[config.mk]
export PLATFORM = sky130hd
export DESIGN_NAME = kcv_alu
export DESIGN_NICKNAME = d
export VERILOG_FILES = /design/src/hw/rtl/kcv_pkg.sv /design/src/hw/rtl/kcv_alu.sv
export SDC_FILE = /design/constraint.sdc
export NUM_CORES = 2
export LEC_CHECK = 0
export BUFFER_PORTS_ARGS = -buffer_cell sky130_fd_sc_hd__buf_4
export CAP_MARGIN = 20
export CELL_PAD_IN_SITES_DETAIL_PLACEMENT = 2
export CELL_PAD_IN_SITES_GLOBAL_PLACEMENT = 2
export CORE_UTILIZATION = 34
export DETAILED_ROUTE_END_ITERATION = 12
export PLACE_DENSITY = 0.83
export SYNTH_ARGS = -nofsm -noshare
export SYNTH_HDL_FRONTEND = slang
export SYNTH_SLANG_ARGS = --single-unit
[constraint.sdc]
create_clock -name clk -period 16.27 [get_ports clk]
set_input_delay 0.8135 -clock clk [delete_from_list [all_inputs] [get_ports clk]]
set_output_delay 0.8135 -clock clk [all_outputs]
set_load 0.01 [all_outputs]
[src/hw/rtl/kcv_pkg.sv]
`default_nettype none

package kcv_pkg;

    localparam int KCV_WORD_WIDTH = 48;
    localparam int KCV_FRAC_BITS  = 16;

    // external number format: Q32.16 in 48 bits
    localparam int IO_WIDTH = 48;
    localparam int IO_FRAC  = 16;
    localparam int CFG_W    = 32;
    localparam int DT_W     = 32;
    localparam int IDX_W    = 5;

    localparam int IN_IDX_LSB = 0;
    localparam int IN_VAL_LSB = 5;
    localparam int IN_ME_LSB  = 53;
    localparam int IN_MN_LSB  = 101;
    localparam int IN_DT_LSB  = 149;
    localparam int S_TDATA_W  = 184;
    localparam int OUT_WORDS  = 8;
    localparam int M_TDATA_W  = OUT_WORDS * IO_WIDTH;

    localparam logic CMD_LOAD   = 1'b0;
    localparam logic CMD_FILTER = 1'b1;

    localparam logic [CFG_W-1:0] CFG_RESET = 32'h0001_0000;

    localparam int ADDR_W      = 7;
    localparam int MEM_DEPTH   = 128;
    localparam int STATE_DEPTH = 20;
    localparam int PC_W        = 9;

    typedef logic [ADDR_W-1:0] addr_t;
    typedef logic [PC_W-1:0]   pc_t;

    typedef enum logic [2:0] {
        OP_MAC,
        OP_ADD,
        OP_SUB,
        OP_DIV,
        OP_CHK,
        OP_END
    } op_t;

    typedef struct packed {
        op_t   op;
        addr_t a;
        addr_t b;
        addr_t d;
        logic  clr;
    } instr_t;

    typedef struct packed {
        logic start;
        op_t  op;
        logic clr;
    } alu_req_t;

    typedef struct packed {
        logic done;
        logic busy;
    } alu_rsp_t;

    // scratch map: x, P, K, innovation, S, det, Sinv, temps, I-KH, T, new x
    localparam addr_t A_X    = 7'd0;
    localparam addr_t A_P    = 7'd4;
    localparam addr_t A_K    = 7'd20;
    localparam addr_t A_Y0   = 7'd28;
    localparam addr_t A_Y1   = 7'd29;
    localparam addr_t A_S00  = 7'd30;
    localparam addr_t A_S11  = 7'd31;
    localparam addr_t A_DET  = 7'd32;
    localparam addr_t A_I00  = 7'd33;
    localparam addr_t A_I01  = 7'd34;
    localparam addr_t A_I10  = 7'd35;
    localparam addr_t A_I11  = 7'd36;
    localparam addr_t A_T0   = 7'd37;
    localparam addr_t A_T1   = 7'd38;
    localparam addr_t A_T2   = 7'd39;
    localparam addr_t A_IKH  = 7'd40;
    localparam addr_t A_TM   = 7'd64;
    localparam addr_t A_NX   = 7'd80;
    // operands that come from constants or registers, not from the scratch memory
    localparam addr_t A_ZERO = 7'd96;
    localparam addr_t A_ONE  = 7'd97;
    localparam addr_t A_R    = 7'd98;
    localparam addr_t A_DT   = 7'd99;
    localparam addr_t A_ME   = 7'd100;
    localparam addr_t A_MN   = 7'd101;

    localparam pc_t PC_K   = 9'd14;
    localparam pc_t PC_XU  = 9'd30;
    localparam pc_t PC_IKH = 9'd46;
    localparam pc_t PC_T   = 9'd62;
    localparam pc_t PC_FX  = 9'd126;
    localparam pc_t PC_CP  = 9'd142;
    localparam pc_t PC_I2  = 9'd146;
    localparam pc_t PC_PN  = 9'd210;
    localparam pc_t PC_END = 9'd274;

    function automatic instr_t mk(input op_t op, input addr_t a, input addr_t b,
                                  input addr_t d, input logic clr);
        instr_t u;
        u.op  = op;
        u.a   = a;
        u.b   = b;
        u.d   = d;
        u.clr = clr;
        return u;
    endfunction

    // constant-velocity transition matrix
    function automatic addr_t fm_addr(input logic [1:0] r, input logic [1:0] c);
        if (r == c)
            return A_ONE;
        if ((r == 2'd0 && c == 2'd2) || (r == 2'd1 && c == 2'd3))
            return A_DT;
        return A_ZERO;
    endfunction

    // microprogram of one filter step
    function automatic instr_t ucode(input pc_t pc);
        instr_t     u;
        pc_t        o;
        logic [1:0] i;
        logic [1:0] j;
        logic [1:0] k;
        addr_t      id;
        u  = mk(OP_END, A_ZERO, A_ZERO, A_T2, 1'b1);
        o  = '0;
        id = A_ZERO;
        if (pc < PC_K) begin
            case (pc[3:0])
                4'd0:    u = mk(OP_SUB, A_ME, A_X, A_Y0, 1'b1);
                4'd1:    u = mk(OP_SUB, A_MN, A_X + 7'd1, A_Y1, 1'b1);
                4'd2:    u = mk(OP_ADD, A_P, A_R, A_S00, 1'b1);
                4'd3:    u = mk(OP_ADD, A_P + 7'd5, A_R, A_S11, 1'b1);
                4'd4:    u = mk(OP_MAC, A_S00, A_S11, A_T1, 1'b1);
                4'd5:    u = mk(OP_MAC, A_P + 7'd1, A_P + 7'd4, A_T2, 1'b1);
                4'd6:    u = mk(OP_SUB, A_T1, A_T2, A_DET, 1'b1);
                4'd7:    u = mk(OP_CHK, A_DET, A_DET, A_T2, 1'b1);
                4'd8:    u = mk(OP_DIV, A_S11, A_DET, A_I00, 1'b1);
                4'd9:    u = mk(OP_SUB, A_ZERO, A_P + 7'd1, A_T0, 1'b1);
                4'd10:   u = mk(OP_DIV, A_T0, A_DET, A_I01, 1'b1);
                4'd11:   u = mk(OP_SUB, A_ZERO, A_P + 7'd4, A_T0, 1'b1);
                4'd12:   u = mk(OP_DIV, A_T0, A_DET, A_I10, 1'b1);
                default: u = mk(OP_DIV, A_S00, A_DET, A_I11, 1'b1);
            endcase
        end else if (pc < PC_XU) begin
            // K = P[.][0..1] * Sinv; o = {i, c, k}
            o = pc - PC_K;
            i = o[3:2];
            u = mk(OP_MAC, A_P + addr_t'({i, 1'b0, o[0]}), A_I00 + addr_t'({o[0], o[1]}),
                   A_K + addr_t'({i, o[1]}), !o[0]);
        end else if (pc < PC_IKH) begin
            o = pc - PC_XU;
            i = o[3:2];
            case (o[1:0])
                2'd0:    u = mk(OP_MAC, A_K + addr_t'({i, 1'b0}), A_Y0, A_T1, 1'b1);
                2'd1:    u = mk(OP_MAC, A_K + addr_t'({i, 1'b1}), A_Y1, A_T1, 1'b0);
                2'd2:    u = mk(OP_ADD, A_X + addr_t'(i), A_T1, A_X + addr_t'(i), 1'b1);
                default: u = mk(OP_ADD, A_T1, A_ZERO, A_T1, 1'b1);
            endcase
        end else if (pc < PC_T) begin
            o  = pc - PC_IKH;
            i  = o[3:2];
            j  = o[1:0];
            id = (i == j) ? A_ONE : A_ZERO;
            if (!j[1])
                u = mk(OP_SUB, id, A_K + addr_t'({i, j[0]}), A_IKH + addr_t'({i, j}), 1'b1);
            else
                u = mk(OP_ADD, id, A_ZERO, A_IKH + addr_t'({i, j}), 1'b1);
        end else if (pc < PC_FX) begin
            o = pc - PC_T;
            i = o[5:4];
            j = o[3:2];
            k = o[1:0];
            u = mk(OP_MAC, A_IKH + addr_t'({i, k}), A_P + addr_t'({k, j}),
                   A_TM + addr_t'({i, j}), k == 2'd0);
        end else if (pc < PC_CP) begin
            o = pc - PC_FX;
            i = o[3:2];
            j = o[1:0];
            u = mk(OP_MAC, fm_addr(i, j), A_X + addr_t'(j), A_NX + addr_t'(i), j == 2'd0);
        end else if (pc < PC_I2) begin
            o = pc - PC_CP;
            i = o[1:0];
            u = mk(OP_ADD, A_NX + addr_t'(i), A_ZERO, A_X + addr_t'(i), 1'b1);
        end else if (pc < PC_PN) begin
            o = pc - PC_I2;
            i = o[5:4];
            j = o[3:2];
            k = o[1:0];
            u = mk(OP_MAC, A_TM + addr_t'({i, k}), fm_addr(j, k),
                   A_IKH + addr_t'({i, j}), k == 2'd0);
        end else if (pc < PC_END) begin
            o = pc - PC_PN;
            i = o[5:4];
            j = o[3:2];
            k = o[1:0];
            u = mk(OP_MAC, fm_addr(i, k), A_IKH + addr_t'({k, j}),
                   A_P + addr_t'({i, j}), k == 2'd0);
        end
        return u;
    endfunction

endpackage

`default_nettype wire

[src/hw/rtl/kcv_alu.sv]
`default_nettype none

module kcv_alu #(
    parameter int WORD_WIDTH = kcv_pkg::KCV_WORD_WIDTH,
    parameter int FRAC_BITS  = kcv_pkg::KCV_FRAC_BITS
) (
    input  wire logic                   clk,
    input  wire logic                   rst_n,
    input  wire kcv_pkg::alu_req_t      req,
    input  wire logic [WORD_WIDTH-1:0]  a,
    input  wire logic [WORD_WIDTH-1:0]  b,
    output kcv_pkg::alu_rsp_t           rsp,
    output logic [WORD_WIDTH-1:0]       result
);
    import kcv_pkg::*;

    localparam int W  = WORD_WIDTH;
    localparam int NW = WORD_WIDTH + FRAC_BITS;
    localparam int CW = $clog2(NW + 1);
    localparam logic [W-1:0] MAXV = {1'b0, {(W-1){1'b1}}};
    localparam logic [W-1:0] MINV = {1'b1, {(W-1){1'b0}}};

    typedef enum logic [5:0] {
        AS_IDLE = 6'b000001,
        AS_MUL  = 6'b000010,
        AS_RND  = 6'b000100,
        AS_ACC  = 6'b001000,
        AS_DIV  = 6'b010000,
        AS_DSAT = 6'b100000
    } alu_state_t;

    alu_state_t       state_reg;
    logic [CW-1:0]    cnt_reg;
    logic             done_reg;
    logic             neg_reg;
    logic             clr_reg;
    logic [63:0]      ma_reg;
    logic [63:0]      mb_reg;
    logic [63:0]      pp_reg;
    logic [1:0]       pp_sh_reg;
    logic [127:0]     prod_reg;
    logic [W-1:0]     mres_reg;
    logic [W-1:0]     acc_reg;
    logic [W-1:0]     result_reg;
    logic [NW-1:0]    num_reg;
    logic [NW-1:0]    quo_reg;
    logic [W-1:0]     rem_reg;
    logic [W-1:0]     dv_reg;

    logic [31:0]      mul_x;
    logic [31:0]      mul_y;
    logic [63:0]      mul_p;
    logic [127:0]     rnd_q;
    logic [W:0]       rsh;

    function automatic logic [W-1:0] mag(input logic [W-1:0] v);
        return v[W-1] ? (~v + 1'b1) : v;
    endfunction

    function automatic logic [W-1:0] sat_add(input logic [W-1:0] x, input logic [W-1:0] y,
                                             input logic sub);
        logic [W:0] s;
        s = sub ? ({x[W-1], x} - {y[W-1], y}) : ({x[W-1], x} + {y[W-1], y});
        if (s[W] != s[W-1])
            return s[W] ? MINV : MAXV;
        return s[W-1:0];
    endfunction

    function automatic logic [W-1:0] sat_mag(input logic [127:0] m, input logic neg);
        logic [127:0] lim;
        lim = 128'd1 << (W - 1);
        if (neg)
        begin
            if (m >= lim)
                return MINV;
            return ~m[W-1:0] + 1'b1;
        end
        if (m >= lim)
            return MAXV;
        return m[W-1:0];
    endfunction

    assign mul_x = ma_reg[{cnt_reg[1], 5'b00000} +: 32];
    assign mul_y = mb_reg[{cnt_reg[0], 5'b00000} +: 32];
    assign mul_p = mul_x * mul_y;
    assign rnd_q = (prod_reg + (128'd1 << (FRAC_BITS - 1))) >> FRAC_BITS;
    assign rsh   = {rem_reg, num_reg[NW-1]};

    always_ff @(posedge clk or negedge rst_n)
    begin
        if (!rst_n)
        begin
            state_reg <= AS_IDLE;
            cnt_reg   <= '0;
            done_reg  <= 1'b0;
        end
        else
        begin
            done_reg <= 1'b0;
            unique case (state_reg)
                AS_IDLE:
                begin
                    cnt_reg <= '0;
                    if (req.start)
                    begin
                        case (req.op)
                            OP_MAC:  state_reg <= AS_MUL;
                            OP_DIV:  state_reg <= AS_DIV;
                            OP_ADD, OP_SUB: done_reg <= 1'b1;
                            default: state_reg <= AS_IDLE;
                        endcase
                    end
                end
                AS_MUL:
                begin
                    cnt_reg <= cnt_reg + 1'b1;
                    if (cnt_reg == CW'(4))
                        state_reg <= AS_RND;
                end
                AS_RND:
                    state_reg <= AS_ACC;
                AS_ACC:
                begin
                    done_reg  <= 1'b1;
                    state_reg <= AS_IDLE;
                end
                AS_DIV:
                begin
                    cnt_reg <= cnt_reg + 1'b1;
                    if (cnt_reg == CW'(NW - 1))
                        state_reg <= AS_DSAT;
                end
                AS_DSAT:
                begin
                    done_reg  <= 1'b1;
                    state_reg <= AS_IDLE;
                end
                default:
                    state_reg <= AS_IDLE;
            endcase
        end
    end

    always_ff @(posedge clk)
    begin
        unique case (state_reg)
            AS_IDLE:
            begin
                if (req.start)
                begin
                    neg_reg  <= a[W-1] ^ b[W-1];
                    clr_reg  <= req.clr;
                    ma_reg   <= 64'(mag(a));
                    mb_reg   <= 64'(mag(b));
                    prod_reg <= '0;
                    num_reg  <= {mag(a), {FRAC_BITS{1'b0}}};
                    dv_reg   <= mag(b);
                    rem_reg  <= '0;
                    quo_reg  <= '0;
                    if (req.op == OP_ADD)
                        result_reg <= sat_add(a, b, 1'b0);
                    else if (req.op == OP_SUB)
                        result_reg <= sat_add(a, b, 1'b1);
                end
            end
            AS_MUL:
            begin
                // one 32x32 partial product per cycle, summed in the cycle after
                if (cnt_reg < CW'(4))
                begin
                    pp_reg    <= mul_p;
                    pp_sh_reg <= {1'b0, cnt_reg[1]} + {1'b0, cnt_reg[0]};
                end
                if (cnt_reg != '0)
                    prod_reg <= prod_reg + ({64'd0, pp_reg} << {pp_sh_reg, 5'b00000});
            end
            AS_RND:
                mres_reg <= sat_mag(rnd_q, neg_reg);
            AS_ACC:
            begin
                acc_reg    <= sat_add(clr_reg ? '0 : acc_reg, mres_reg, 1'b0);
                result_reg <= sat_add(clr_reg ? '0 : acc_reg, mres_reg, 1'b0);
            end
            AS_DIV:
            begin
                // restoring division, one quotient bit per cycle
                if (rsh >= {1'b0, dv_reg})
                begin
                    rem_reg <= W'(rsh - {1'b0, dv_reg});
                    quo_reg <= {quo_reg[NW-2:0], 1'b1};
                end
                else
                begin
                    rem_reg <= rsh[W-1:0];
                    quo_reg <= {quo_reg[NW-2:0], 1'b0};
                end
                num_reg <= {num_reg[NW-2:0], 1'b0};
            end
            AS_DSAT:
                result_reg <= sat_mag({{(128-NW){1'b0}}, quo_reg}, neg_reg);
            default:
                result_reg <= result_reg;
        endcase
    end

    assign rsp.done = done_reg;
    assign rsp.busy = (state_reg != AS_IDLE);
    assign result   = result_reg;

endmodule

`default_nettype wire

==> flow_summary.toml <==
[status]
status = "completed"

[clock_tree]
cts_buffers = 78
clkTransAtPathRegs_ps = 70
cts_buffer_depth = 3
htree_levels = 3
cts_tree = "yes"
ctsResizeCount = 0
clock_sinks = 610
clk_latency_ps = 740
root_buffer = "clkbuf_16"

[synth]
syn_avg_cell_area_sq_um = 8.559
synthArstFlopShare = 0.02295
synth_fp_nets = 11394
yosysTopAreaCell = "fa_1"
synth_edf_count = 596
yosysWarnings = 0
synthMostInstantiatedCell = "nor2_1"
synth_cell_types = 90
synth-seq-cells = 610
synth_common_cells = "1,358 x nor2_1, 1,178 x inv_1, 914 x nand2_1"
seq_area_frac_synth = 0.2175
netlist_top_cells_area = "fa_1 22%, edfxtp_1 21%, ha_1 8.8%"
yosys_most_used_dff = "edfxtp_1"
synth_cells = 9801
syn-cell-area_sq_mm = 0.08389
yosys.area.top_type_share = 0.2150

[die]
die_width_um = 498.7
die-area_sq_mm = 0.2487
initial_utilization = 0.3433
coreArea_sq_mm = 0.2444
ios = 153
dieHeight_um = 498.7
rows = 181

[place]
globalplace.congestion = 0.9771
portBuffers = 152
hpwl_um = 311800
dp_slack_ps = 5509

[detailed_routing]
drtIter0Drc = 6953
routedWlPerCell_um = 30.83
vias_per_cell = 6.014
num_vias = 77846
drc = 0
finalWirelength_um = 399100
ant_nets = 0
firstDrtPassIters = 6

[min_path]
hold_depth = 1
min_path_type = "in2reg"

[timing]
finalCriticalPeriod_ps = 11140
tightest_slew_ps = 1238
finalSetupViolCount = 0
final.setup.tns_ps = 0
max_freq_mhz = 89.73
slew_violations = 0
rsz0062_at_grt = "false"
fin_worst_skew_ps = 65.98
worst_slack_ps = 5126
slew_headroom = 0.1679
fin_crit_sh = 0.6849
hold_violations = 0

[setup_path]
cp.required_ps = 16860
arrival_ps = 11730
crit_fanout = 53
path_class = "reg2reg"
max_stage_delay_ps = 730
crit_path_start_kind = "flop"
critPathCaptureType = "flop"
reg2regPathDepth = 30
slowest_stage = "o31ai_1"
cp_common_cell = "fa_1"

[global_route]
grt_max_degree = 129
grt_usage = 0.3154
antenna_found_initial = 22
grt_first_pass_wirelength_um = 582900
grt_overflow_total = 0
grt_pass1_vias = 85698

[finish]
largest_reg_flops = 128
num-nets-final = 11267
multiInputGateArea_sq_mm = 0.05956
nFillCells = 27157
drive_above_1_share = 0.06050
seq_area_sq_mm = 0.01825
syn2layout_area_growth_pct = 8.713

[job]
maxCapViolations = 0
[routing by layer]
metal | vias to the layer above | routed length, um | global-route usage
met2 | 3371 | 182800 | 0.5089
li1 | 32815 | - | -
met1 | 40380 | 156400 | 0.3888
met4 | 18 | 28450 | 0.1915
met5 | - | 132 | 0
met3 | 1262 | 31350 | 0.06130
[kinds of logic after synthesis]
group,count (synthesis),synth area share
simple gates,3410,0.1851
xor+xnor,527,0.05502
flops,610,0.2175
fa+ha+maj,1494,0.3033
mux,127,0.01571
buf+inv,1692,0.07598
compound gates,1941,0.1473
[cell usage in the layout, fill, tap and decap left out, drive strengths merged, types with 27 or more instances in the layout]
cell type,instances
a211oi,47
a21boi,31
a21o,181
a21oi,606
a22o,47
a31oi,60
and2,132
and3,58
and4,34
buf,298
clkbuf,97
clkinv,35
edfxtp,596
fa,901
ha,589
inv,1184
mux2,37
mux2i,90
nand2,914
nand2b,59
nand3,167
nand4,148
nor2,1358
nor2b,142
nor3,159
nor4,72
o211ai,38
o21a,62
o21ai,393
o21bai,94
o221ai,40
o22ai,55
o31ai,76
o41ai,27
or2,35
or3,48
or4,29
xnor2,359
xor2,168
[metrics by stage]
stage | hold WS [ps] | util | instances | instance area (sq um)
3_3_place_gp | 495.5 | 0.3621 | 12785 | 88470
6_report | 281.8 | 0.3732 | 12945 | 91200
4_1_cts | 237.7 | 0.3728 | 12931 | 91090
3_5_place_dp | 537.7 | 0.3622 | 12789 | 88510
2_1_floorplan | 472.9 | - | 9801 | 83890
5_1_grt | 260.2 | 0.3732 | 12940 | 91190
[critical path: cells and delay by family (launching register included)]
family | cells | cell delay, ps
AND/OR/NAND/NOR | 2 | 360
adder cells (fa/ha/maj) | 9 | 4560
AO/OA/AOI/OAI | 11 | 3440
buffers and inverters | 8 | 2180
flip-flops | 1 | 350
[final timing paths]
kind,slack (ps),end,start
worst max-delay path,5130,pp_reg[50],cnt_reg[0]
max in group asynchronous,15480,state_reg[0],rst_n
min in group asynchronous,510,done_reg,rst_n
worst max register to register,5130,pp_reg[50],cnt_reg[0]
worst min-delay path,280,clr_reg,req[0]
worst min register to register,560,num_reg[61],num_reg[60]
[repair_timing]
action / CTS / global route
setup buffers: 0 / 0
endpoints found under the hold margin: 13 / 0
hold buffers: 1 / 0
[cell type report]
type                       count  share of cell area
clock inverter                46            0.005748
multi-input combinational   7499              0.6531
sequential                   610              0.2001
clock buffer                  95             0.02244
tap                         3202             0.04393
antenna                        8           0.0002195
inverter                    1183             0.04872
timing repair buffer         302             0.02575
Power is left out: the tool's default activity adds up to more than one toggle a clock period on the data nets, which glitch-free logic cannot reach.
